## config.mk

```make
export PLATFORM = sky130hd
export DESIGN_NAME = vmt_div_cell
export DESIGN_NICKNAME = d
export VERILOG_FILES = /design/src/hw/rtl/vmt_pkg.sv /design/src/hw/rtl/vmt_div_cell.sv
export SDC_FILE = /design/constraint.sdc
export NUM_CORES = 1
export LEC_CHECK = 0
export BUFFER_PORTS_ARGS = -buffer_cell sky130_fd_sc_hd__buf_4
export CAP_MARGIN = 20
export CORE_AREA = 2 2 283 285
export DETAILED_ROUTE_END_ITERATION = 7
export DIE_AREA = 0 0 285 287
export PLACE_DENSITY = 0.41
export SLEW_MARGIN = 0
export SYNTH_ARGS = -nofsm -noshare
export SYNTH_HDL_FRONTEND = slang
export SYNTH_SLANG_ARGS = --single-unit
```

## constraint.sdc

```tcl
create_clock -name clk -period 0.8 [get_ports clk]
set_input_delay 0.16 -clock clk [delete_from_list [all_inputs] [get_ports clk]]
set_output_delay 0.16 -clock clk [all_outputs]
set_load 0.1 [all_outputs]
```

## src/hw/rtl/vmt_pkg.sv

```systemverilog
`timescale 1ns / 1ps
// ----------------------------------------------------------------------------
// vmt_pkg: shared types and constants
// Widths of the coordinate datapath and the records passed between cells.
// ----------------------------------------------------------------------------
package vmt_pkg;
    localparam int CW      = 32;            // coordinate width
    localparam int SW      = CW - 1;        // step width
    localparam int MW      = CW + 1;        // magnitude of a difference
    localparam int SQW     = 2 * MW + 1;    // sum of squares
    localparam int RW      = MW;            // root width
    localparam int NUMW    = MW + SW;       // dividend width
    localparam int QW      = NUMW;          // quotient width

    // Record passed down the root chain
    typedef struct packed {
        logic [CW-1:0]  cur_x;
        logic [CW-1:0]  cur_y;
        logic [CW-1:0]  target_x;
        logic [CW-1:0]  target_y;
        logic [SW-1:0]  step;
        logic [MW-1:0]  mx;
        logic [MW-1:0]  my;
        logic           nx;
        logic           ny;
        logic [SQW-1:0] sq;     // remaining radicand
        logic [RW-1:0]  root;   // root bits found so far
    } root_rec_t;

    // Record passed down the divider chain
    typedef struct packed {
        logic [CW-1:0]   cur_x;
        logic [CW-1:0]   cur_y;
        logic [CW-1:0]   target_x;
        logic [CW-1:0]   target_y;
        logic            nx;
        logic            ny;
        logic            reached;
        logic [RW-1:0]   len;
        logic [NUMW-1:0] num_x;
        logic [NUMW-1:0] num_y;
        logic [RW:0]     rem_x;
        logic [RW:0]     rem_y;
    } div_rec_t;
endpackage

```

## src/hw/rtl/vmt_div_cell.sv

```systemverilog
`timescale 1ns / 1ps
// ----------------------------------------------------------------------------
// vmt_div_cell: one quotient bit
// Shifts one dividend bit into each remainder and settles one quotient bit
// for both coordinates.
// ----------------------------------------------------------------------------
module vmt_div_cell
    import vmt_pkg::*;
(
    input  logic     clk,
    input  logic     rst_n,
    input  logic     adv,
    input  logic     in_valid,
    input  div_rec_t in_rec,
    output logic     out_valid,
    output div_rec_t out_rec
);
    logic     valid_reg;
    div_rec_t rec_reg;
    div_rec_t rec_next;
    logic [RW+1:0] rx;
    logic [RW+1:0] ry;
    logic [RW+1:0] dv;

    // Shift in the top dividend bit, subtract the length when it fits
    always_comb
    begin
        rec_next = in_rec;
        dv = {2'b00, in_rec.len};
        rx = {in_rec.rem_x, in_rec.num_x[NUMW-1]};
        ry = {in_rec.rem_y, in_rec.num_y[NUMW-1]};
        rec_next.num_x = {in_rec.num_x[NUMW-2:0], 1'b0};
        rec_next.num_y = {in_rec.num_y[NUMW-2:0], 1'b0};
        if (rx >= dv)
        begin
            rx = rx - dv;
            rec_next.num_x[0] = 1'b1;
        end
        if (ry >= dv)
        begin
            ry = ry - dv;
            rec_next.num_y[0] = 1'b1;
        end
        rec_next.rem_x = rx[RW:0];
        rec_next.rem_y = ry[RW:0];
    end

    always_ff @(posedge clk or negedge rst_n)
    begin
        if (!rst_n)
            valid_reg <= 1'b0;
        else if (adv)
            valid_reg <= in_valid;
    end

    always_ff @(posedge clk)
    begin
        if (adv)
            rec_reg <= rec_next;
    end

    assign out_valid = valid_reg;
    assign out_rec   = rec_reg;
endmodule

```

==> impl_metrics.yaml <==
placement:
  dp_cells: 3104
  hpwl_um: 66030
  port_buffers: 724
  place_congestion: 0.8841
routing:
  antenna_left: 0
  viasPerCell: 4.102
  num_vias: 14790
  drt_first_pass_iters: 4
  drc: 0
  wl_um: 84230
  drtIter0Drc: 633
  wl_per_cell_um: 23.36
logic_synthesis:
  ys_types: 75
  syn_nets: 1479
  synth_area_leaders: "edfxtp_1 70%, ha_1 5.3%, xnor2_1 2.2%, a21oi_1 1.8%, nand2_1 1.8%"
  avgSynthCellArea_um2: 14.84
  synth_cells: 1047
  syn_area_um2: 15530
  synth_top_area_cell: "edfxtp_1"
  synth-seq-area-share_pct: 69.76
  synth.most_common_cell: "edfxtp_1"
  ys_top_cells_by_count: "360 x edfxtp_1, 73 x nand2_1, 66 x ha_1"
  async_flop_share_pct: 0.2770
  synth_edf_count: 360
  synth_top_flop_cell: "edfxtp_1"
  ys_seq_elements: 361
  yosysWarningCount: 0
  synth_top_area_share_pct: 69.60
sta:
  tightest_slew_ns: 0.5347
  slew_violations: 0
  setup_viol: 573
  whs_ns: -0.2204
  post-route-min-period_ns: 2.366
  worst_clock_skew_ns: 0
  rsz0062_at_grt: "true"
  period_share_pct: 295.8
  hold_viol: 1
  fmax_mhz: 422.6
  fin_ws_ns: -1.566
  relSlewSlack_pct: 63.98
min_path:
  min_path_type: "input pin to flip-flop"
setup_path:
  cp.required_ns: 1.12
  endpoint_kind: "flip-flop"
  startpoint_type: "input pin"
  cp_max_fo: 6
  critPathKind: "input pin to flip-flop"
  worstPathArrival_ns: 2.69
power:
  worst_ir_drop_vdd_uv: 1706
  cellLeakagePower_nw: 14.09
  powerDensity_nw_per_um2: 2224
  p_total_mw: 74.16
flow_run:
  maxCapViolCount: 0
global_routing:
  grtUsageMet3_pct: 5.984
  first_global_vias: 15980
  grt_first_pass_wirelength_um: 114400
  grtUsageMet1_pct: 21.29
  grt-ovfl-total: 0
  track_usage_pct: 19.62
  gr-max-usage-layer: "met2"
  use_met2_pct: 35.83
  grt_max_degree: 40
  antenna_found_initial: 28
floorplanning:
  dieWidth_um: 285
  die_y_um: 287
  dieArea_um2: 81800
  core_um2: 78610
  row_count: 103
  initial_utilization_pct: 19.76
  num_io_pins: 725
final_layout:
  nets: 2935
  fin_cells: 3605
  area_delta_synth_final_pct: 114.7
  nFillCells: 7367
  drive_gt1_share_pct: 53.07
clock_network:
  ctsHoldBuffers: 358
  cts_max_level: 2
  cts_tree: "built"
  clockBufferDepth: 3
  clk_pin_slew_ns: 0.05
  cts_root_buf: "clkbuf_16"
  numCtsBuffers: 46
  clock-sinks: 361
  clk_latency_ns: 0.57
outcome:
  violations: "negative hold slack, negative setup slack"
  status: "finished with violations"
critical path, cell delays in order:
cell and delay [ns]:
buf_8 0.08, clkinvlp_4 0.14, ha_4 0.30, nor2b_4 0.16
o2111ai_4 0.12, a21oi_2 0.18, o211ai_1 0.11, buf_4 0.16
nand4b_1 0.14, a311oi_4 0.13, o31ai_4 0.38, buf_12 0.17
buf_12 0.14, mux2_4 0.30
layer usage:
layer,wire [um],share of wire [%]
met1,31200,37
met2,43530,52
met3,6010,7.1
met4,3372,4.0
met5,110,0.13
cell type report:
| cell class | instances | area [um^2] | area share (%) |
|---|---|---|---|
| clock inverters | 32 | 299.0 | 0.8967 |
| diodes | 15 | 37.54 | 0.1126 |
| clock buffers | 53 | 1177 | 3.531 |
| multi-input cells | 607 | 5334 | 15.99 |
| well taps | 1050 | 1314 | 3.940 |
| repair buffers | 1438 | 14140 | 42.40 |
| inverters | 49 | 209.0 | 0.6266 |
| flip-flops and latches | 361 | 10840 | 32.50 |
state kept, by name, summed over array words and instances, names as in the netlist:
register,cells
out_rec,360
out_valid,1
stage by stage:
step | TNS, ns | setup slack [ns] | hold WS, ns | utilization [%] | area (um^2)
floorplan | -205.13 | -1.703 | -0.1356 | - | 15790
global placement | -217.21 | -2.425 | -0.06422 | 32.58 | 25610
detailed placement | -218.82 | -2.427 | -0.06337 | 32.58 | 25610
CTS | -344.40 | -1.487 | -0.2759 | 41.68 | 32770
global route | -355.57 | -1.646 | -0.2603 | 42.40 | 33330
finish | -330.40 | -1.566 | -0.2204 | 42.42 | 33350
worst paths after layout:
kind / slack, ns / to / start / cells past startpoint
min in group asynchronous: 0.45 / out_valid / rst_n / 3
min: -0.22 / out_rec[197] / in_rec[197] / 1
max: -1.57 / out_rec[61] / in_rec[197] / 14
min reg2reg: 0.59 / out_valid / out_valid / 1
max reg2reg: -0.06 / out_valid / out_valid / 1
max in group asynchronous: 0.23 / out_valid / rst_n / 3
timing repair:
action,CTS,global route
gates cloned,7,2
pin swaps,55,40
endpoints found under the setup margin,432,573
hold endpoints to repair,368,2
buffers inserted,17,21
resized for setup,455,70
kinds of logic (layout without fill, tap and decap cells):
logic type	Yosys count	after routing	synth area share [%]
simple gates	222	222	6.710
other cells	0	15	0
mux	14	14	1.160
buf+inv	79	1572	2.449
xor+xnor	61	61	3.440
fa+ha+maj	68	68	5.574
flops	361	361	69.76
compound gates	242	242	10.91
cell usage in the layout, fill, tap and decap left out, types with 13 or more instances in the layout:
cell	netlist	routed
a21o_1	30	30
a21oi_1	56	39
a21oi_2	23	33
buf_12	0	81
buf_4	3	662
buf_6	8	318
clkbuf_16	0	47
diode_2	0	15
dlygate4sd3_1	0	358
edfxtp_1	360	360
ha_1	66	44
ha_4	0	19
inv_1	49	33
nand2_1	73	54
nand3_1	24	21
nand4_1	15	15
nor2_1	59	39
nor2_2	0	13
o21ai_0	28	14
o21ai_1	27	23
o21ai_2	1	15
xnor2_1	39	34
xor2_1	22	20
power breakdown:
group / switching (mW) / internal [mW]
clock network: 8.75 / 11.9
registers: 1.12 / 23.1
logic: 19.2 / 10.2
(Power assumes the default switching activity.)
