## src/hw/rtl/vmt_pkg.sv

```systemverilog
`timescale 1ns / 1ps
// ----------------------------------------------------------------------------
// vmt_pkg: shared types and constants
// Widths of the coordinate datapath and the records passed between cells.
// ----------------------------------------------------------------------------
package vmt_pkg;
    localparam int CW      = 32;            // coordinate width
    localparam int SW      = CW - 1;        // step width
    localparam int MW      = CW + 1;        // magnitude of a difference
    localparam int SQW     = 2 * MW + 1;    // sum of squares
    localparam int RW      = MW;            // root width
    localparam int NUMW    = MW + SW;       // dividend width
    localparam int QW      = NUMW;          // quotient width

    // Record passed down the root chain
    typedef struct packed {
        logic [CW-1:0]  cur_x;
        logic [CW-1:0]  cur_y;
        logic [CW-1:0]  target_x;
        logic [CW-1:0]  target_y;
        logic [SW-1:0]  step;
        logic [MW-1:0]  mx;
        logic [MW-1:0]  my;
        logic           nx;
        logic           ny;
        logic [SQW-1:0] sq;     // remaining radicand
        logic [RW-1:0]  root;   // root bits found so far
    } root_rec_t;

    // Record passed down the divider chain
    typedef struct packed {
        logic [CW-1:0]   cur_x;
        logic [CW-1:0]   cur_y;
        logic [CW-1:0]   target_x;
        logic [CW-1:0]   target_y;
        logic            nx;
        logic            ny;
        logic            reached;
        logic [RW-1:0]   len;
        logic [NUMW-1:0] num_x;
        logic [NUMW-1:0] num_y;
        logic [RW:0]     rem_x;
        logic [RW:0]     rem_y;
    } div_rec_t;
endpackage

```

## src/hw/rtl/vmt_root_cell.sv

```systemverilog
`timescale 1ns / 1ps
// ----------------------------------------------------------------------------
// vmt_root_cell: one root bit
// Settles one bit of the integer square root, using the restoring method.
// ----------------------------------------------------------------------------
module vmt_root_cell
    import vmt_pkg::*;
(
    input  logic      clk,
    input  logic      rst_n,
    input  logic      adv,
    input  logic [6:0] bit_pos,
    input  logic      in_valid,
    input  root_rec_t in_rec,
    output logic      out_valid,
    output root_rec_t out_rec
);
    logic      valid_reg;
    root_rec_t rec_reg;
    root_rec_t rec_next;
    logic [SQW+1:0] trial;
    logic [SQW+1:0] rootw;

    // Try root | bit; subtract (2*root*2^b + 2^2b) from remaining radicand
    always_comb
    begin
        rec_next = in_rec;
        rootw = {{(SQW+2-RW){1'b0}}, in_rec.root};
        trial = (rootw << (bit_pos + 7'd1)) + ((SQW+2)'(1) << (2 * bit_pos));
        if (trial <= {2'b00, in_rec.sq})
        begin
            rec_next.sq   = SQW'({2'b00, in_rec.sq} - trial);
            rec_next.root = in_rec.root | (RW'(1) << bit_pos);
        end
    end

    // Advance the stage
    always_ff @(posedge clk or negedge rst_n)
    begin
        if (!rst_n)
            valid_reg <= 1'b0;
        else if (adv)
            valid_reg <= in_valid;
    end

    always_ff @(posedge clk)
    begin
        if (adv)
            rec_reg <= rec_next;
    end

    assign out_valid = valid_reg;
    assign out_rec   = rec_reg;
endmodule

```

## config.mk

```make
export PLATFORM = sky130hd
export DESIGN_NAME = vmt_root_cell
export DESIGN_NICKNAME = d
export VERILOG_FILES = /design/src/hw/rtl/vmt_pkg.sv /design/src/hw/rtl/vmt_root_cell.sv
export SDC_FILE = /design/constraint.sdc
export NUM_CORES = 1
export LEC_CHECK = 0
export ABC_AREA = 1
export BUFFER_PORTS_ARGS = -buffer_cell sky130_fd_sc_hd__buf_2
export CORE_AREA = 2 2 262 264
export CTS_CLUSTER_SIZE = 12
export DETAILED_ROUTE_END_ITERATION = 12
export DIE_AREA = 0 0 264 266
export GPL_TIMING_DRIVEN = 0
export PLACE_DENSITY = 0.67
export SYNTH_ARGS = -nofsm -noshare
export SYNTH_HDL_FRONTEND = slang
export SYNTH_SLANG_ARGS = --single-unit
```

## constraint.sdc

```tcl
create_clock -name clk -period 1.19 [get_ports clk]
set_clock_uncertainty 0.15 [all_clocks]
set_input_delay 0.0595 -clock clk [delete_from_list [all_inputs] [get_ports clk]]
set_output_delay 0.0595 -clock clk [all_outputs]
set_load 0.05 [all_outputs]
```

==> results of run 1 <==
sequential cells by signal, summed over array words and instances (netlist names):
register	count
out_rec	327
out_valid	1
how the worst min path moves through the flow:
stage | startpoint | end | slack, ns
6_report | adv | out_rec[107] | -0.21
5_1_grt | adv | out_rec[107] | -0.16
4_1_cts | adv | out_rec[231] | -0.16
3_5_place_dp | rst_n | out_valid | -0.30
3_3_place_gp | rst_n | out_valid | -0.30
2_1_floorplan | rst_n | out_valid | -0.39
power by group:
group	internal (mW)	switching [mW]	leakage, nW
Combinational	6.54	13.8	14.2
Clock	6.23	4.90	0.545
Sequential	14.2	0.395	3.21
Total	27.0	19.0	18.0
metal layers:
metal	share of wire (%)	wire length, um	up-vias	GRT usage (%)
li1	-	-	13600	-
met1	39	53200	14000	46.6
met2	45	61800	1566	60.5
met3	8.8	12000	339	7.12
met4	6.4	8760	12	20.3
met5	0.061	83	-	0
layout make-up:
cell class / instances / area [um2]
clock inverters: 15 / 124
flip-flops and latches: 328 / 9840
well taps: 882 / 1100
fillers: 6125 / 28100
plain buffers: 95 / 1150
repair buffers: 1185 / 8340
inverters: 514 / 1970
diodes: 10 / 25.0
multi-input cells: 2391 / 16100
clock buffers: 47 / 1010
cells in the final DEF, fill, tap and decap left out, types with 45 or more instances in the layout:
| cell | count |
|---|---|
| a21oi_1 | 171 |
| buf_2 | 668 |
| buf_4 | 183 |
| clkbuf_16 | 49 |
| dlygate4sd3_1 | 330 |
| edfxtp_1 | 327 |
| ha_1 | 117 |
| ha_4 | 46 |
| inv_1 | 455 |
| inv_2 | 50 |
| nand2_1 | 657 |
| nand2_2 | 97 |
| nand3_1 | 222 |
| nand4_1 | 142 |
| nor2_1 | 247 |
| nor2_2 | 62 |
| nor2_4 | 45 |
| o21ai_0 | 75 |
| o21ai_2 | 48 |
| xor2_1 | 57 |
repair_timing:
action | CTS | global route
buffers inserted | 145 | 34
setup endpoints to repair | 623 | 535
endpoints found under the hold margin | 432 | 103
gates resized for setup | 623 | 167
pin swaps | 183 | 106
gates cloned | 9 | 3
kinds of logic (layout without fill, tap and decap cells):
| group | after synthesis | in the layout | synth area share [%] |
|---|---|---|---|
| buffers and inverters | 616 | 1856 | 10.4 |
| adders and majority gates | 174 | 174 | 8.49 |
| AOI/OAI and AO/OA | 479 | 479 | 10.3 |
| muxes | 9 | 9 | 0.355 |
| DFF | 328 | 328 | 38.2 |
| xor gates and xnor gates | 114 | 114 | 3.95 |
| other | 0 | 10 | 0 |
| and+or+nand+nor | 1615 | 1615 | 28.3 |
per-stage QoR:
step / setup TNS [ns] / hold slack [ns]
floorplan: -422.65 / -0.386
global placement: -2278.59 / -0.300
detailed placement: -850.70 / -0.303
CTS: -552.64 / -0.160
global route: -601.96 / -0.158
finish: -557.28 / -0.207
==> impl_results.md, run 1 <==
- Clk buf depth: 3
- Unrepaired setup endpoints after global routing: true
- GRT overflow: 0
- CTS sink cnt: 328
- DIE WIDTH: 264 um
- Final Instance Area: between 30000 and 40000 um2
- Vias in the first global route: 28500
- Layout cell share with drive strength beyond 1: 34.5%
- Hold path cells: 1
- Die Y: 266 um
- CP Launch Type: input port
- Hold buffers post-CTS: 330
- Largest delay contributor family on the critical path: simple AND/OR/NAND/NOR gates
- 1st-pass router iterations: 6
- Layout area overhead: 54.2%
- Initial core utilization: 38.0%
- Worst R2R Path Depth: 1
- Clock slew at reported path FFs: 0.06 ns
- Initial DRC Count: 3587
- Final period util: 490%
- Worst EP arrival: 5.98 ns
- Worst Setup EP: out_rec[44]
- First-pass GRT wire length: between 150 and 200 mm
- Final core utilization: 58.6%
- Nets: 5065
- Final Hold Vio Count: 103
- #FFs+latches synth: 328
- RePlAce Congestion: around 1.1
- Mapped Cells: between 3000 and 4000
- Worst Slack Setup Final: -4.64 ns
- Total die area: approximately 70000 um2
- Vias: around 30000
- Largest cells by area after synthesis: edfxtp_1 38%, nand2_1 11%, ha_1 8.4%
- VDD IR max: between 0.0007 and 0.0008 V
- Minimum clock period: 5.83 ns
- CTS Root Cell: clkbuf_16
- Avg Inst Size Synth: 7.72 um2
- Failing checks: negative hold slack, negative setup slack
- R2r setup slk: 0.30 ns
- Routed WL: 136 mm
- Antenna violations before repair: 19
- # Max-Cap Violations: 0
- Status: finished with violations
- Place WS: -6.61 ns
- Synth Cell Area: 25700 um2
- CTS Buf Count: 38
- Hold Crit Class: input port to register
- Fin. max-slew vios: 0
- Worst R2R Start: out_valid
- Syn. warnings: 0
- Standard-cell rows: 96
- CP most frequent cell: nand2_2
- Worst-Skew Late Latency: 0.56 ns
- Max frequency: approximately 170 MHz
- Final ANT Viol Nets: 0
- Slowest stage cell, crit path: ha_4
- Syn Nets: 3847
- Worst slew margin: 50.0%
- CP Buf/Inv Count: 12
- Final setup vio count: 535
- Post-route DRC: 0
- CTS tree: yes
- # port buffers: 665
- GRT Util Overall: 37.2%
- H-tree Lvls: 2
- Area leader, netlist: edfxtp_1
- Critical Path Max Stage Delay: 0.30 ns
- Critical Path End Type: register
- Setup crit start: bit_pos[0]
- Worst EP required: 1.34 ns
- Top Ports: 666
- Type of the worst setup path: input port to register
- Placed Cells: 4884
- Pwr dens: 1160 nW/um2
- Fin Hold WS: -0.207 ns
- Async SR Flop Fraction: 0.305%
- Via density: 5.40
- CP Max Fanout: 7
- Seq/Total Area, Yosys: 38.2%
- Slew @ Worst Pin: 0.751 ns
- Pleak: 18.0 nW
- Synth top cells by count: 750 x nand2_1, 496 x inv_1, 327 x edfxtp_1, 322 x nor2_1, 256 x nand3_1
- Crit path depth: 47
- Total Power: around 46 mW
- Reg2reg end: out_valid
- Placed Area: 30500 um2
- Unique masters post-synth: 62
- Wirelength per Cell: 24.9 um
- EDFF count, synth: 327
- Synth top area share: 38.1%
- Core ar.: 67700 um2
- Post-DP HPWL: 108 mm
- Most frequent cell after synthesis: nand2_1
- Synth Flop Type: edfxtp_1
- Finished Layout Cells: ~5500
- Largest net degree at the start of global routing: 120
(Power assumes the default switching activity.)
==> run 2, diff against run 1 <==
--- a/config.mk
+++ b/config.mk
@@ -13,6 +13,7 @@
 export DIE_AREA = 0 0 264 266
 export GPL_TIMING_DRIVEN = 0
 export PLACE_DENSITY = 0.67
+export REMOVE_ABC_BUFFERS = 1
 export SYNTH_ARGS = -nofsm -noshare
 export SYNTH_HDL_FRONTEND = slang
 export SYNTH_SLANG_ARGS = --single-unit
==> impl_results.md, run 2 (synthesized netlist as in run 1, its figures left out) <==
- Status: finished with violations
- Failing checks: negative hold slack, negative setup slack
- CP Buf/Inv Count: 8 (-4)
- Number of fill cells: 5980 (-2.4%)
- Most common cell after layout, fill and taps aside: buf_2
- Post-route DRC: 0 (unchanged)
- Hold_sp: in_rec[41]
- Pwr dens: 1180 nW/um2 (+1.9%)
- CP Launch Type: input port
- Slew @ Worst Pin: 0.825 ns (+0.0744 ns)
- Slowest stage cell, crit path: nor4b_4
- Worst slew margin: 45.0% (-5.0 points)
- VDD IR max: 0.00111 V (+44%)
- GRT Util Overall: 38.7% (+1.5 points)
- Wirelength per Cell: 26.2 um (+5.5%)
- Max frequency: 172 MHz (+0.44%)
- Fin. max-slew vios: 0 (unchanged)
- Vias: 30400 (+3.0%)
- Reg2reg end: out_valid
- Fin Hold WS: -0.298 ns (-0.0904 ns)
- Critical Path Max Stage Delay: 0.49 ns (+0.19 ns)
- Routed WL: 143 mm (+5.2%)
- Worst EP arrival: 5.99 ns (about the same)
- Worst R2R Path Depth: 1 (unchanged)
- Setup TNS: -549.12 ns (+8.16 ns)
- Layout cell share with drive strength beyond 1: 36.6% (+2.1 points)
- Most frequent cells in the layout: 651 x buf_2, 558 x nand2_1, 456 x inv_1
- Layout area overhead: 58.5%
- Core ar.: 67700 um2 (unchanged)
- CTS Root Cell: clkbuf_16
- Total die area: 70200 um2 (unchanged)
- Critical Path End Type: register
- Largest delay contributor family on the critical path: simple AND/OR/NAND/NOR gates
- Hold Crit Class: input port to register
- Worst R2R Start: out_valid
- Final Hold Vio Count: 24 (-77%)
- Die Y: 266 um (unchanged)
- CTS sink cnt: 328 (unchanged)
- First-pass GRT wire length: 198 mm (+3.7%)
- Top Ports: 666 (unchanged)
- CP Max Fanout: 9 (+2)
- 1st-pass router iterations: 8 (+2)
- Final period util: 488% (-2.1 points)
- # Max-Cap Violations: 0 (unchanged)
- Pleak: 18.4 nW (+2.6%)
- CTS Buf Count: 39 (+2.6%)
- Worst EP required: 1.37 ns (+0.03 ns)
- Final setup vio count: 533 (-0.37%)
- RePlAce Congestion: 0.988 (-7.4%)
- Vias in the first global route: 29000 (+1.8%)
- Antenna violations before repair: 9 (-10)
- Clk buf depth: 3 (unchanged)
- Max reg flops: 327 (unchanged)
- Total Power: 48.2 mW (+4.7%)
- CP most frequent cell: nand3_1
- Standard-cell rows: 96 (unchanged)
- Hold path cells: 3 (+2)
- Clock slew at reported path FFs: 0.06 ns (about the same)
- Worst-Skew Late Latency: 0.59 ns (+0.03 ns)
- Via density: 5.58 (+3.2%)
- Worst hold endpoint: out_rec[41]
- R2r setup slk: 0.25 ns (-0.05 ns)
- DIE WIDTH: 264 um (unchanged)
- Post-DP HPWL: 103 mm (-4.1%)
- # port buffers: 665 (unchanged)
- GRT overflow: 0 (unchanged)
- Hold buffers post-CTS: 329 (-0.30%)
- Nets: 5058 (-0.14%)
- Final ANT Viol Nets: 0 (unchanged)
- H-tree Lvls: 2 (unchanged)
- Final core utilization: 60.2% (+1.6 points)
- Largest net degree at the start of global routing: 121 (+0.83%)
- Unrepaired setup endpoints after global routing: true
- CTS tree: yes
- Initial core utilization: 38.0% (unchanged)
- Minimum clock period: 5.81 ns (-0.0255 ns)
- Initial DRC Count: 3592 (+0.14%)
- Worst Slack Setup Final: -4.62 ns (+0.0255 ns)
- Type of the worst setup path: input port to register
[run 2: cell types whose count changed in the layout (fill, tap and decap cells not counted), moves of 13 or more]
cell	delta
nand2_1	-99
nand2_4	+56
nand2_2	+43
buf_4	+19
buf_2	-17
buf_6	-16
o21ai_0	+14
buf_8	-13
[run 2: worst max path at each step]
stage,to,cells past startpoint,from
2_1_floorplan,out_rec[69],33,bit_pos[2]
3_3_place_gp,out_rec[97],34,bit_pos[0]
3_5_place_dp,out_rec[97],38,bit_pos[0]
4_1_cts,out_rec[41],43,bit_pos[0]
5_1_grt,out_rec[41],44,bit_pos[0]
6_report,out_rec[41],32,bit_pos[0]
[run 2: per-stage QoR]
stage / worst slack [ns] / std cells / instance area (um2) / hold WS [ns]
3_3_place_gp: -12.46 / 4780 / 29400 / -0.308
3_5_place_dp: -9.22 / 4785 / 29600 / -0.308
4_1_cts: -4.29 / 5407 / 39400 / -0.306
6_report: -4.62 / 5455 / 40800 / -0.298
2_1_floorplan: -6.88 / 3233 / 25000 / -0.386
5_1_grt: -4.76 / 5455 / 40800 / -0.304
[run 2: area by class of cell]
cell class              instances  area [um2]  area share (%)
clock buffers                  47        1030            2.52
repair buffers               1246        9340            22.9
well taps                     882        1100            2.71
diodes                          1        2.50         0.00613
multi-input cells            2413       17200            42.2
repair inverters                4        32.5          0.0798
flip-flops and latches        328        9840            24.1
clock inverters                20         190           0.466
inverters                     514        2030            4.97
[run 2: power by group]
group,internal (mW),switching [mW]
clock,6.80,5.20
sequential,14.2,0.454
combinational,6.81,14.7
[run 2: per-layer routing]
layer	wire, um	part of all wire, %	track usage (%)
met1	52600	37	46.2
met2	64100	45	62.6
met3	15100	11	10.5
met4	11100	7.8	23.1
met5	39	0.027	0
[run 2: repair_timing]
action,4_1_cts,5_1_grt
pin swaps,183,75
endpoints found under the hold margin,433,31
gates cloned,36,4
resized for setup,741,236
buffers inserted,191,44
endpoints found under the setup margin,534,533
[run 2: worst min-delay path: stages]
cell and delay [ns]:
buf_2 0.12, nand2_4 0.06, nand2_4 0.08
